**src/design/sbf_pkg.sv**
```systemverilog
package sbf_pkg;

  localparam int unsigned PosW         = 7;
  localparam int unsigned SymW         = 8;
  localparam int unsigned CntW         = 32;
  localparam int unsigned MissW        = 4;
  localparam int unsigned BlockFramesDef = 98;
  localparam logic [MissW-1:0] MissLimitRst = 4'd4;

  typedef struct packed {
    logic            sync0;
    logic            sync1;
    logic [SymW-1:0] symbol;
  } frame_t;

  typedef struct packed {
    logic [PosW-1:0] position;
    logic            kept;
    logic            done;
    logic            first;
    logic            drop;
    logic [SymW-1:0] symbol;
    logic [CntW-1:0] blocks;
    logic [CntW-1:0] poor;
    logic [CntW-1:0] lost;
  } result_t;

  function automatic logic [CntW-1:0] sat_inc(input logic [CntW-1:0] v);
    sat_inc = (&v) ? v : v + CntW'(1);
  endfunction

endpackage

```
**src/design/subcode_block_framer.sv**
```systemverilog
// Subcode block framer: takes one frame request per clock on the slave side and returns one
// result per frame on the master side, through an input register and then the result
// register. The block hunts for SYNC0 then SYNC1, groups BLOCK_FRAMES frames into
// a block, checks the sync of each later block and drops the partial block once
// miss_limit consecutive block syncs are bad. Throughput is one frame per cycle while
// m_axis_tready stays high; s_axis_tready follows m_axis_tready through the two register
// stages. miss_limit should be written only while no frame is in flight.
module subcode_block_framer import sbf_pkg::*; #(
  parameter int unsigned BLOCK_FRAMES = BlockFramesDef
) (
  input  logic             clk_i,
  input  logic             rst_ni,
  input  logic             cfg_wr_en_i,
  input  logic [MissW-1:0] cfg_wr_data_i,
  input  logic             s_axis_tvalid,
  output logic             s_axis_tready,
  input  logic [7:0]       s_axis_tdata,  // subcode_symbol
  input  logic [1:0]       s_axis_tuser,  // sync0_mark, sync1_mark
  output logic             m_axis_tvalid,
  input  logic             m_axis_tready,
  // frame_position, symbol_out, blocks_total, poor_sync_total, lock_lost_total, zero pad
  output logic [111:0]     m_axis_tdata,
  output logic [2:0]       m_axis_tuser,  // frame_kept, first_after_lock, drop_pending
  output logic             m_axis_tlast   // block_done
);

  frame_t  in_frame, reg_frame;
  logic    reg_valid, advance;
  result_t result;

  assign in_frame.sync0  = s_axis_tuser[0];
  assign in_frame.sync1  = s_axis_tuser[1];
  assign in_frame.symbol = s_axis_tdata;

  sbf_in_stage u_in_stage (
    .clk_i     (clk_i),
    .rst_ni    (rst_ni),
    .valid_i   (s_axis_tvalid),
    .ready_o   (s_axis_tready),
    .frame_i   (in_frame),
    .valid_o   (reg_valid),
    .advance_i (advance),
    .frame_o   (reg_frame)
  );

  sbf_core #(
    .BLOCK_FRAMES (BLOCK_FRAMES)
  ) u_core (
    .clk_i       (clk_i),
    .rst_ni      (rst_ni),
    .cfg_we_i    (cfg_wr_en_i),
    .cfg_wdata_i (cfg_wr_data_i),
    .in_valid_i  (reg_valid),
    .frame_i     (reg_frame),
    .advance_o   (advance),
    .out_valid_o (m_axis_tvalid),
    .out_ready_i (m_axis_tready),
    .result_o    (result)
  );

  assign m_axis_tdata = {1'b0, result.lost, result.poor, result.blocks, result.symbol,
                         result.position};
  assign m_axis_tuser = {result.drop, result.first, result.kept};
  assign m_axis_tlast = result.done;

endmodule

```
**src/design/sbf_in_stage.sv**
```systemverilog
module sbf_in_stage import sbf_pkg::*; (
  input  logic   clk_i,
  input  logic   rst_ni,
  input  logic   valid_i,
  output logic   ready_o,
  input  frame_t frame_i,
  output logic   valid_o,
  input  logic   advance_i,
  output frame_t frame_o
);

  logic   valid_q;
  frame_t frame_q;

  assign ready_o = !valid_q || advance_i;
  assign valid_o = valid_q;
  assign frame_o = frame_q;

  always_ff @(posedge clk_i or negedge rst_ni) begin
    if (!rst_ni) begin
      valid_q <= 1'b0;
    end else if (ready_o) begin
      valid_q <= valid_i;
    end
  end

  always_ff @(posedge clk_i) begin
    if (ready_o && valid_i) begin
      frame_q <= frame_i;
    end
  end

endmodule

```
**src/design/sbf_core.sv**
```systemverilog
module sbf_core import sbf_pkg::*; #(
  parameter int unsigned BLOCK_FRAMES = BlockFramesDef
) (
  input  logic             clk_i,
  input  logic             rst_ni,
  input  logic             cfg_we_i,
  input  logic [MissW-1:0] cfg_wdata_i,
  input  logic             in_valid_i,
  input  frame_t           frame_i,
  output logic             advance_o,
  output logic             out_valid_o,
  input  logic             out_ready_i,
  output result_t          result_o
);

  typedef enum logic [1:0] {
    PhHunt0,
    PhHunt1,
    PhFirst,
    PhNext
  } phase_e;

  localparam logic [PosW-1:0] LastPos = PosW'(BLOCK_FRAMES - 1);
  localparam logic [MissW-1:0] MissMax = {MissW{1'b1}};

  phase_e           phase_q, phase_d;
  logic [PosW-1:0]  fill_q, fill_d;
  logic             head_q, head_d;
  logic [MissW-1:0] miss_q, miss_d;
  logic [MissW-1:0] limit_q;
  logic [CntW-1:0]  blocks_q, blocks_d;
  logic [CntW-1:0]  poor_q, poor_d;
  logic [CntW-1:0]  lost_q, lost_d;
  logic             out_valid_q;
  result_t          result_q, result_d;

  assign advance_o   = in_valid_i && (!out_valid_q || out_ready_i);
  assign out_valid_o = out_valid_q;
  assign result_o    = result_q;

  always_comb begin
    logic hunt;
    logic lost;
    logic [MissW-1:0] miss_inc;
    phase_d  = phase_q;
    fill_d   = fill_q;
    head_d   = head_q;
    miss_d   = miss_q;
    blocks_d = blocks_q;
    poor_d   = poor_q;
    lost_d   = lost_q;
    hunt     = 1'b0;
    lost     = 1'b0;
    miss_inc = (miss_q == MissMax) ? miss_q : miss_q + MissW'(1);
    result_d = '0;
    result_d.symbol = frame_i.symbol;
    case (phase_q)
      PhHunt0: begin
        hunt = 1'b1;
      end
      PhHunt1: begin
        if (frame_i.sync1) begin
          result_d.position = PosW'(1);
          result_d.kept     = 1'b1;
          fill_d            = PosW'(2);
          phase_d           = PhFirst;
        end else begin
          result_d.drop = 1'b1;
          fill_d        = '0;
          phase_d       = PhHunt0;
        end
      end
      PhFirst: begin
        result_d.position = fill_q;
        result_d.kept     = 1'b1;
        if (fill_q == LastPos) begin
          result_d.done  = 1'b1;
          result_d.first = 1'b1;
          blocks_d       = sat_inc(blocks_q);
          fill_d         = '0;
          phase_d        = PhNext;
        end else begin
          fill_d = fill_q + PosW'(1);
        end
      end
      PhNext: begin
        result_d.position = fill_q;
        result_d.kept     = 1'b1;
        if (fill_q == '0) begin
          head_d = frame_i.sync0;
        end
        if (fill_q == PosW'(1)) begin
          if (head_q && frame_i.sync1) begin
            miss_d = '0;
          end else begin
            miss_d = miss_inc;
            poor_d = sat_inc(poor_q);
            if (miss_inc >= limit_q) begin
              miss_d = '0;
              lost   = 1'b1;
            end
          end
        end
        if (lost) begin
          lost_d            = sat_inc(lost_q);
          result_d.drop     = 1'b1;
          result_d.kept     = 1'b0;
          result_d.position = '0;
          fill_d            = '0;
          phase_d           = PhHunt0;
          hunt              = 1'b1;
        end else if (fill_q == LastPos) begin
          result_d.done = 1'b1;
          blocks_d      = sat_inc(blocks_q);
          fill_d        = '0;
        end else begin
          fill_d = fill_q + PosW'(1);
        end
      end
      default: begin
        hunt = 1'b1;
      end
    endcase
    if (hunt) begin
      if (frame_i.sync0) begin
        result_d.position = '0;
        result_d.kept     = 1'b1;
        head_d            = 1'b1;
        fill_d            = PosW'(1);
        phase_d           = PhHunt1;
      end else begin
        fill_d  = '0;
        phase_d = PhHunt0;
      end
    end
    result_d.blocks = blocks_d;
    result_d.poor   = poor_d;
    result_d.lost   = lost_d;
  end

  always_ff @(posedge clk_i or negedge rst_ni) begin
    if (!rst_ni) begin
      phase_q     <= PhHunt0;
      fill_q      <= '0;
      head_q      <= 1'b0;
      miss_q      <= '0;
      limit_q     <= MissLimitRst;
      blocks_q    <= '0;
      poor_q      <= '0;
      lost_q      <= '0;
      out_valid_q <= 1'b0;
    end else begin
      if (cfg_we_i) begin
        limit_q <= cfg_wdata_i;
      end
      if (advance_o) begin
        phase_q     <= phase_d;
        fill_q      <= fill_d;
        head_q      <= head_d;
        miss_q      <= miss_d;
        blocks_q    <= blocks_d;
        poor_q      <= poor_d;
        lost_q      <= lost_d;
        out_valid_q <= 1'b1;
      end else if (out_ready_i) begin
        out_valid_q <= 1'b0;
      end
    end
  end

  always_ff @(posedge clk_i) begin
    if (advance_o) begin
      result_q <= result_d;
    end
  end

  // A block position never runs past the last frame of a block.
  assert property (@(posedge clk_i) disable iff (!rst_ni) fill_q <= LastPos)
    else $error("fill count beyond block length");

  // While waiting for SYNC1 exactly the SYNC0 frame is buffered.
  assert property (@(posedge clk_i) disable iff (!rst_ni)
    phase_q == PhHunt1 |-> fill_q == PosW'(1) && head_q)
    else $error("hunt for SYNC1 without a buffered SYNC0 frame");

  // The first-after-lock mark only comes with a completed block.
  assert property (@(posedge clk_i) disable iff (!rst_ni)
    out_valid_q && result_q.first |-> result_q.done && result_q.blocks != '0)
    else $error("first-after-lock mark without a completed block");

  // A loss of sync is counted in the same request that reports the drop.
  assert property (@(posedge clk_i) disable iff (!rst_ni)
    advance_o && phase_q == PhNext && phase_d == PhHunt0 |-> result_d.drop)
    else $error("sync loss without drop mark");

endmodule

```
**config.mk**
```make
export PLATFORM = sky130hd
export DESIGN_NAME = subcode_block_framer
export DESIGN_NICKNAME = d
export VERILOG_FILES = /design/src/design/sbf_pkg.sv /design/src/design/subcode_block_framer.sv /design/src/design/sbf_in_stage.sv /design/src/design/sbf_core.sv
export SDC_FILE = /design/constraint.sdc
export NUM_CORES = 1
export LEC_CHECK = 0
export ABC_AREA = 1
export BUFFER_PORTS_ARGS = -buffer_cell sky130_fd_sc_hd__buf_2
export CAP_MARGIN = 20
export CORE_MARGIN = 4
export CORE_UTILIZATION = 55
export CTS_CLUSTER_DIAMETER = 100
export CTS_CLUSTER_SIZE = 8
export DETAILED_ROUTE_END_ITERATION = 8
export MAX_ROUTING_LAYER = met4
export PLACE_DENSITY = 0.82
export SLEW_MARGIN = 20
export SYNTH_ARGS = -nofsm -noshare
export SYNTH_HDL_FRONTEND = slang
export SYNTH_SLANG_ARGS = --single-unit
```
**constraint.sdc**
```tcl
create_clock -name clk_i -period 3.45 [get_ports clk_i]
set_clock_uncertainty 0.05 [all_clocks]
set_input_delay 0.5175 -clock clk_i [delete_from_list [all_inputs] [get_ports clk_i]]
set_output_delay 0.5175 -clock clk_i [all_outputs]
set_load 0.02 [all_outputs]
```
# Word-level counts from Yosys, hierarchy flattened
# Index checks and enable logic that the tools add are counted.
totals:
  ff_bits: 241
  input_bits: 19
  out_inout_bits: 118
  wordCells: 102
classes:
  add_sub_neg: 5
  order_cmp: 1
  eq_ne: 8
  mux: 49
  reduce_logical: 17
op_table:
  columns: ["cell", "count"]
  rows:
  - ["$mux W32", 10]
  - ["$add A32 B1 Y32 const B", 3]
  - ["$reduce_and A32 Y1", 3]
  - ["$pmux W32 S2", 1]
  - ["$mux W8", 3]
  - ["$pmux W8 S3", 1]
  - ["$mux W7", 3]
  - ["$pmux W7 S3", 1]
  - ["$mux W1", 16]
  - ["$mux W2", 7]
  - ["$mux W4", 3]
  - ["$add A7 B1 Y7 const B", 1]
  - ["$eq A7 B1 Y1 const B", 1]
  - ["$eq A7 B7 Y1 const B", 1]
  - ["$logic_not A7 Y1", 1]
  - ["$ne A3 B1 Y1 const B", 2]
  - ["$pmux W1 S2", 3]
  - ["$pmux W2 S3", 1]
  - ["$add A4 B1 Y4 const B", 1]
  - ["$eq A2 B2 Y1 const B", 2]
  - ["$eq A4 B4 Y1 const B", 1]
  - ["$ge A4 B4 Y1", 1]
  - ["$reduce_and A4 Y1", 1]
  - ["$reduce_bool A4 Y1", 1]
  - ["8 further kinds", 12]

# Logic depth before layout (Yosys ltp)
depth:
  depth_word: 11
  mapped_depth: 19
  depth_no_buf: 19

# By module
# From an unflattened synthesis, not the netlist that was laid out.
unflattened:
  cells_unflattened: 1600
  area_unflattened_um2: 12888.6
by_module_without_submodules:
  columns: ["module", "n_inst", "cells_each", "area_each_um2", "seq_area_each_um2"]
  rows:
  - ["sbf_core", 1, 1582, 12532.0, 6332.3]
  - ["sbf_in_stage", 1, 16, 345.3, 325.3]
  - ["subcode_block_framer", 1, 2, 11.3, 0.0]

# Worst setup path before layout
# No wires, ideal clock.
synth_timing:
  kind: "input to register"
  startpoint: "input port m_axis_tready"
  endpoint: "register u_core.result_q (netlist bit u_core.result_o[0]), enable pin"
  setup_ns: 0.425
  arrival_time_ns: 2.552
  required_time_ns: 2.975
  path_slack_ns: 0.423
  path_stages: 6
  n_path_buf: 2
  path_cell_list: "inv_1 -> nand2_1 -> nand2_1 -> inv_1 -> clkbuf_1 -> buf_2"
synth_via:
  elab_chain_cells: 2
synth_lines:
  columns: ["item", "line_no", "rtl"]
  rows:
  - ["from (decl)", "subcode_block_framer.sv:20", "input logic m_axis_tready,"]
  - ["$logic_or A1 B1 Y1", "sbf_core.sv:37", "assign advance_o = in_valid_i && (!out_valid_q || out_ready_i);"]
  - ["$logic_and A1 B1 Y1", "sbf_core.sv:37", null]
  - ["named net advance", "subcode_block_framer.sv:28", "logic reg_valid, advance;"]
  - ["to (signal assigned)", "sbf_core.sv:173", "result_q <= result_d;"]
  - ["to (decl)", "sbf_core.sv:35", "result_t result_q, result_d;"]
# The timed path passes the listed nets, and every way through them passes these cells.
# A chain may end at the register's enable or synchronous reset.

# Worst setup path in the final report
layout_timing:
  startpoint: "register u_core.miss_q[0]"
  endpoint: "register u_core.fill_q[5]"
layout_via:
  elab_chain_cells: 11
  elab_cells_between_ends: 15
  classes_between: "add/sub: 1; order compare: 1; eq/ne: 1; mux: 10; reduce/logical: 2"
layout_lines:
  columns: ["item", "line_no", "rtl"]
  rows:
  - ["from (decl)", "sbf_core.sv:29", "logic [MissW-1:0] miss_q, miss_d;"]
  - ["from (signal assigned)", "sbf_core.sv:160", "miss_q <= miss_d;"]
  - ["$add A4 B1 Y4 or $eq A4 B4 Y1 (tied branches)", "sbf_core.sv:54", "miss_inc = (miss_q == MissMax) ? miss_q : miss_q + MissW'(1);"]
  - ["$mux W4 *", "sbf_core.sv:54", null]
  - ["$ge A4 B4 Y1 *", "sbf_core.sv:98", "if (miss_inc >= limit_q) begin"]
  - ["$mux W1 *", "sbf_core.sv:98", null]
  - ["$mux W1 *", "sbf_core.sv:93", "if (head_q && frame_i.sync1) begin"]
  - ["$mux W1 *", "sbf_core.sv:92", "if (fill_q == PosW'(1)) begin"]
  - ["$mux W1 *", "sbf_core.sv:57", "case (phase_q)"]
  - ["$mux W1", "sbf_core.sv:104", "if (lost) begin"]
  - ["$pmux W1 S2", "sbf_core.sv:57", null]
  - ["$reduce_bool A4 Y1 (no source line)", null, null]
  - ["$reduce_and A2 Y1 (no source line)", null, null]
  - ["to (signal assigned)", "sbf_core.sv:158", "fill_q <= fill_d;"]
  - ["to (decl)", "sbf_core.sv:27", "logic [PosW-1:0] fill_q, fill_d;"]
# Mark *: on every way between the ends. The rest lies on a longest branch, timed or not. The select of a mux whose other input is x is not followed.

==> out/metrics.cfg <==
[run_status]
status=finished clean

[logic_synthesis]
ys_seq_elements=241
synth_ff_type=edfxtp_1
synth_area_leaders=edfxtp_1, dfrtp_1, nand2_1
netlist_area_mm2=0.0128
yosysTopAreaCell=edfxtp_1
synth_seq_area_share_pct=52.0
async_flop_share_pct=48.1
synthCells=1557
syn_nets=1591
synth_edf_count=125
ys_warn_count=0
synth_top_area_share_pct=29.3
synth_cell_types=60
avgSynthCellArea_um2=8.22

[drt]
wirelength_mm=31.3
drt_iter0_markers=712
drc=0
routed.top_layer=met4
avgRoutedWirePerCell_um=15.3
ant_nets=0
vias_per_cell=5.32
drtPass1Iterations=6
wl_met1_mm=13.3
wl_met3_mm=1.75
vias=10900
met2_length_mm=15.3

[cts]
cts_root_buffer=clkbuf_16
postCtsSetupBuffers=0
clock_path_buffers=3
clk_latency_ns=0.50
cts_tree=yes
numCtsBuffers=36
cts_max_level=2
clock_sinks=241
path_clk_slew_ns=0.06

[floorplanning]
core_region_area_mm2=0.0228
die_y_um=161
initial_core_util_pct=56.2
dieArea_mm2=0.0258
num_io_pins=137
rows=55
die_w_um=161

[timing]
rsz0062_at_grt=no
hold_viol=0
tightest_slew_ns=0.753
slew_headroom_pct=49.6
hold_ws_ns=0.141
setup_viol=0
fin_crit_ns=3.15
slew_viol_final=0
period_share_pct=91.4
layout_setup_ws_ns=0.297
fmax_mhz=317
fin_tns_setup_ns=0

[critical_path]
crit_arrival_ns=3.53
crit_type=reg -> reg
crit_start=u_core.miss_q[0]$_DFFE_PN0P_
crit_path_end_kind=register
reg2reg_to=u_core.fill_q[5]$_DFFE_PN0P_
r2r_cells=18
worstSetupEndpoint=u_core.fill_q[5]$_DFFE_PN0P_
worstSetupStartpointType=register
cp.required_ns=3.82
rrSetupSlack_ns=0.30
reg2reg_from=u_core.miss_q[0]$_DFFE_PN0P_
crit_fanout=11

[global_route]
grt_pass1_wl_mm=51.5
overflow=0
antenna_found_initial=0
grt_max_degree=87
track_usage_pct=24.9
grt_pass1_vias=10400

[final_layout]
regArea_mm2=0.00666
multi_input_area_mm2=0.00541
fin_util_pct=65.2
syn2layout_area_growth_pct=16.1
nets=1738
drive_gt1_share_pct=14.0
fillers=1932
design_area_mm2=0.0149
diodes=0

[pwr]
powerDensity_mw_per_mm2=649
ir_drop_uv=330
power_leakage_nw=6.59

[placement]
routabilityCongestion=0.972
pre_cts_ws_ns=0.344
dpl_cell_area_mm2=0.0138
dp_hpwl_mm=22.0
port_buffers=135

[worst_hold_path]
hold_path_class=in -> reg

[flow_run]
maxCapViolations=0

critical path, cell delays in order, from the launching register on:
cell,delay [ns]
dfrtp_1,0.40
ha_1,0.18
nand2_1,0.08
nor2_1,0.26
nand2_1,0.09
o21a_1,0.13
ha_1,0.29
inv_1,0.06
nor2_1,0.03
o21bai_1,0.12
nand3b_1,0.19
nand2_1,0.14
nand2_1,0.07
nand2_1,0.33
buf_4,0.23
nand2_1,0.09
inv_1,0.09
nand2_1,0.09
a21oi_1,0.18
layout by cell type, fill, tap and decap left out, types with 22 or more instances in the layout:
master and n:
nor2_1 140, buf_2 134, nand4_1 22, dfrtp_1 115
edfxtp_1 125, xor2_1 28, nand2_1 589, inv_1 127
nand3_1 125, o21ai_0 54, clkbuf_1 26, clkbuf_16 37
metal layers:
metal	vias to the layer above	GRT usage, %
li1	5370	-
met5	-	-
met3	70	3.95
met2	335	40.3
met1	5103	32.3
met4	0	8.25
metrics by stage:
step                      std cells  power [W]
after CTS                      2043    0.00969
after global placement         1978    0.00636
after floorplan                1557    0.00563
after global routing           2043     0.0102
final                          2043    0.00964
after detailed placement       1978    0.00645
cell families (layout without fill, tap and decap cells):
logic type | after synthesis | count (layout) | synth area share (%)
simple gates | 973 | 973 | 33.0
flops | 241 | 241 | 52.0
buf+inv | 178 | 351 | 5.73
compound gates | 112 | 112 | 5.12
xor+xnor | 36 | 36 | 2.52
fa+ha+maj | 15 | 15 | 1.47
other cells | 1 | 1 | 0.0293
mux | 1 | 1 | 0.0880
cell usage after synthesis (all sizes together), types with 11 or more instances:
cell type and number:
nand2 601, nor2 152, inv 135, nand3 130
edfxtp 125, dfrtp 115, o21ai 67, xor2 29
nor3 26, clkbuf 22, nand4 22, and2 20
buf 19, nand3b 16, ha 15, o211ai 13
a21oi 11
registers in the layout, summed over array words and instances (netlist names):
name                count
u_core.result_o       115
u_core.blocks_q        32
u_core.lost_q          32
u_core.poor_q          32
u_in_stage.frame_o     10
u_core.fill_q           7
u_core.limit_q          4
u_core.miss_q           4
u_core.phase_q          2
u_core.head_q           1
u_core.out_valid_o      1
u_in_stage.valid_o      1
how the worst min path moves through the flow:
stage,start,endpoint,slack (ns),cells past startpoint
4_1_cts,s_axis_tdata[6],u_in_stage.frame_o[6]$_DFFE_PP_,0.13,1
5_1_grt,s_axis_tdata[6],u_in_stage.frame_o[6]$_DFFE_PP_,0.12,1
6_report,s_axis_tdata[6],u_in_stage.frame_o[6]$_DFFE_PP_,0.14,1
2_1_floorplan,rst_ni,u_core.blocks_q[0]$_DFFE_PN0P_,0.17,0
3_5_place_dp,u_in_stage.frame_o[4]$_DFFE_PP_,u_core.result_o[100]$_DFFE_PP_,0.36,0
3_3_place_gp,u_in_stage.frame_o[3]$_DFFE_PP_,u_core.result_o[99]$_DFFE_PP_,0.35,0
what timing repair did:
action | CTS | global route
hold endpoints to repair | 29 | 0
resized for setup | 0 | 0
hold buffers | 1 | 0
report_power, final:
part	switching, W	leakage [nW]	internal, W
registers	0.000335	2.81	0.00363
logic	0.00178	3.29	0.000704
clock network	0.00121	0.491	0.00199
total	0.00332	6.59	0.00632
final cells by class:
type	instances	area share [%]
multi-input combinational	1138	36.4
inverter	137	3.60
tap	313	2.64
sequential	241	44.8
timing repair buffer	150	5.59
clock buffer	63	6.89
clock inverter	1	0.0590
No activity file was read; power rests on OpenSTA's default activity.
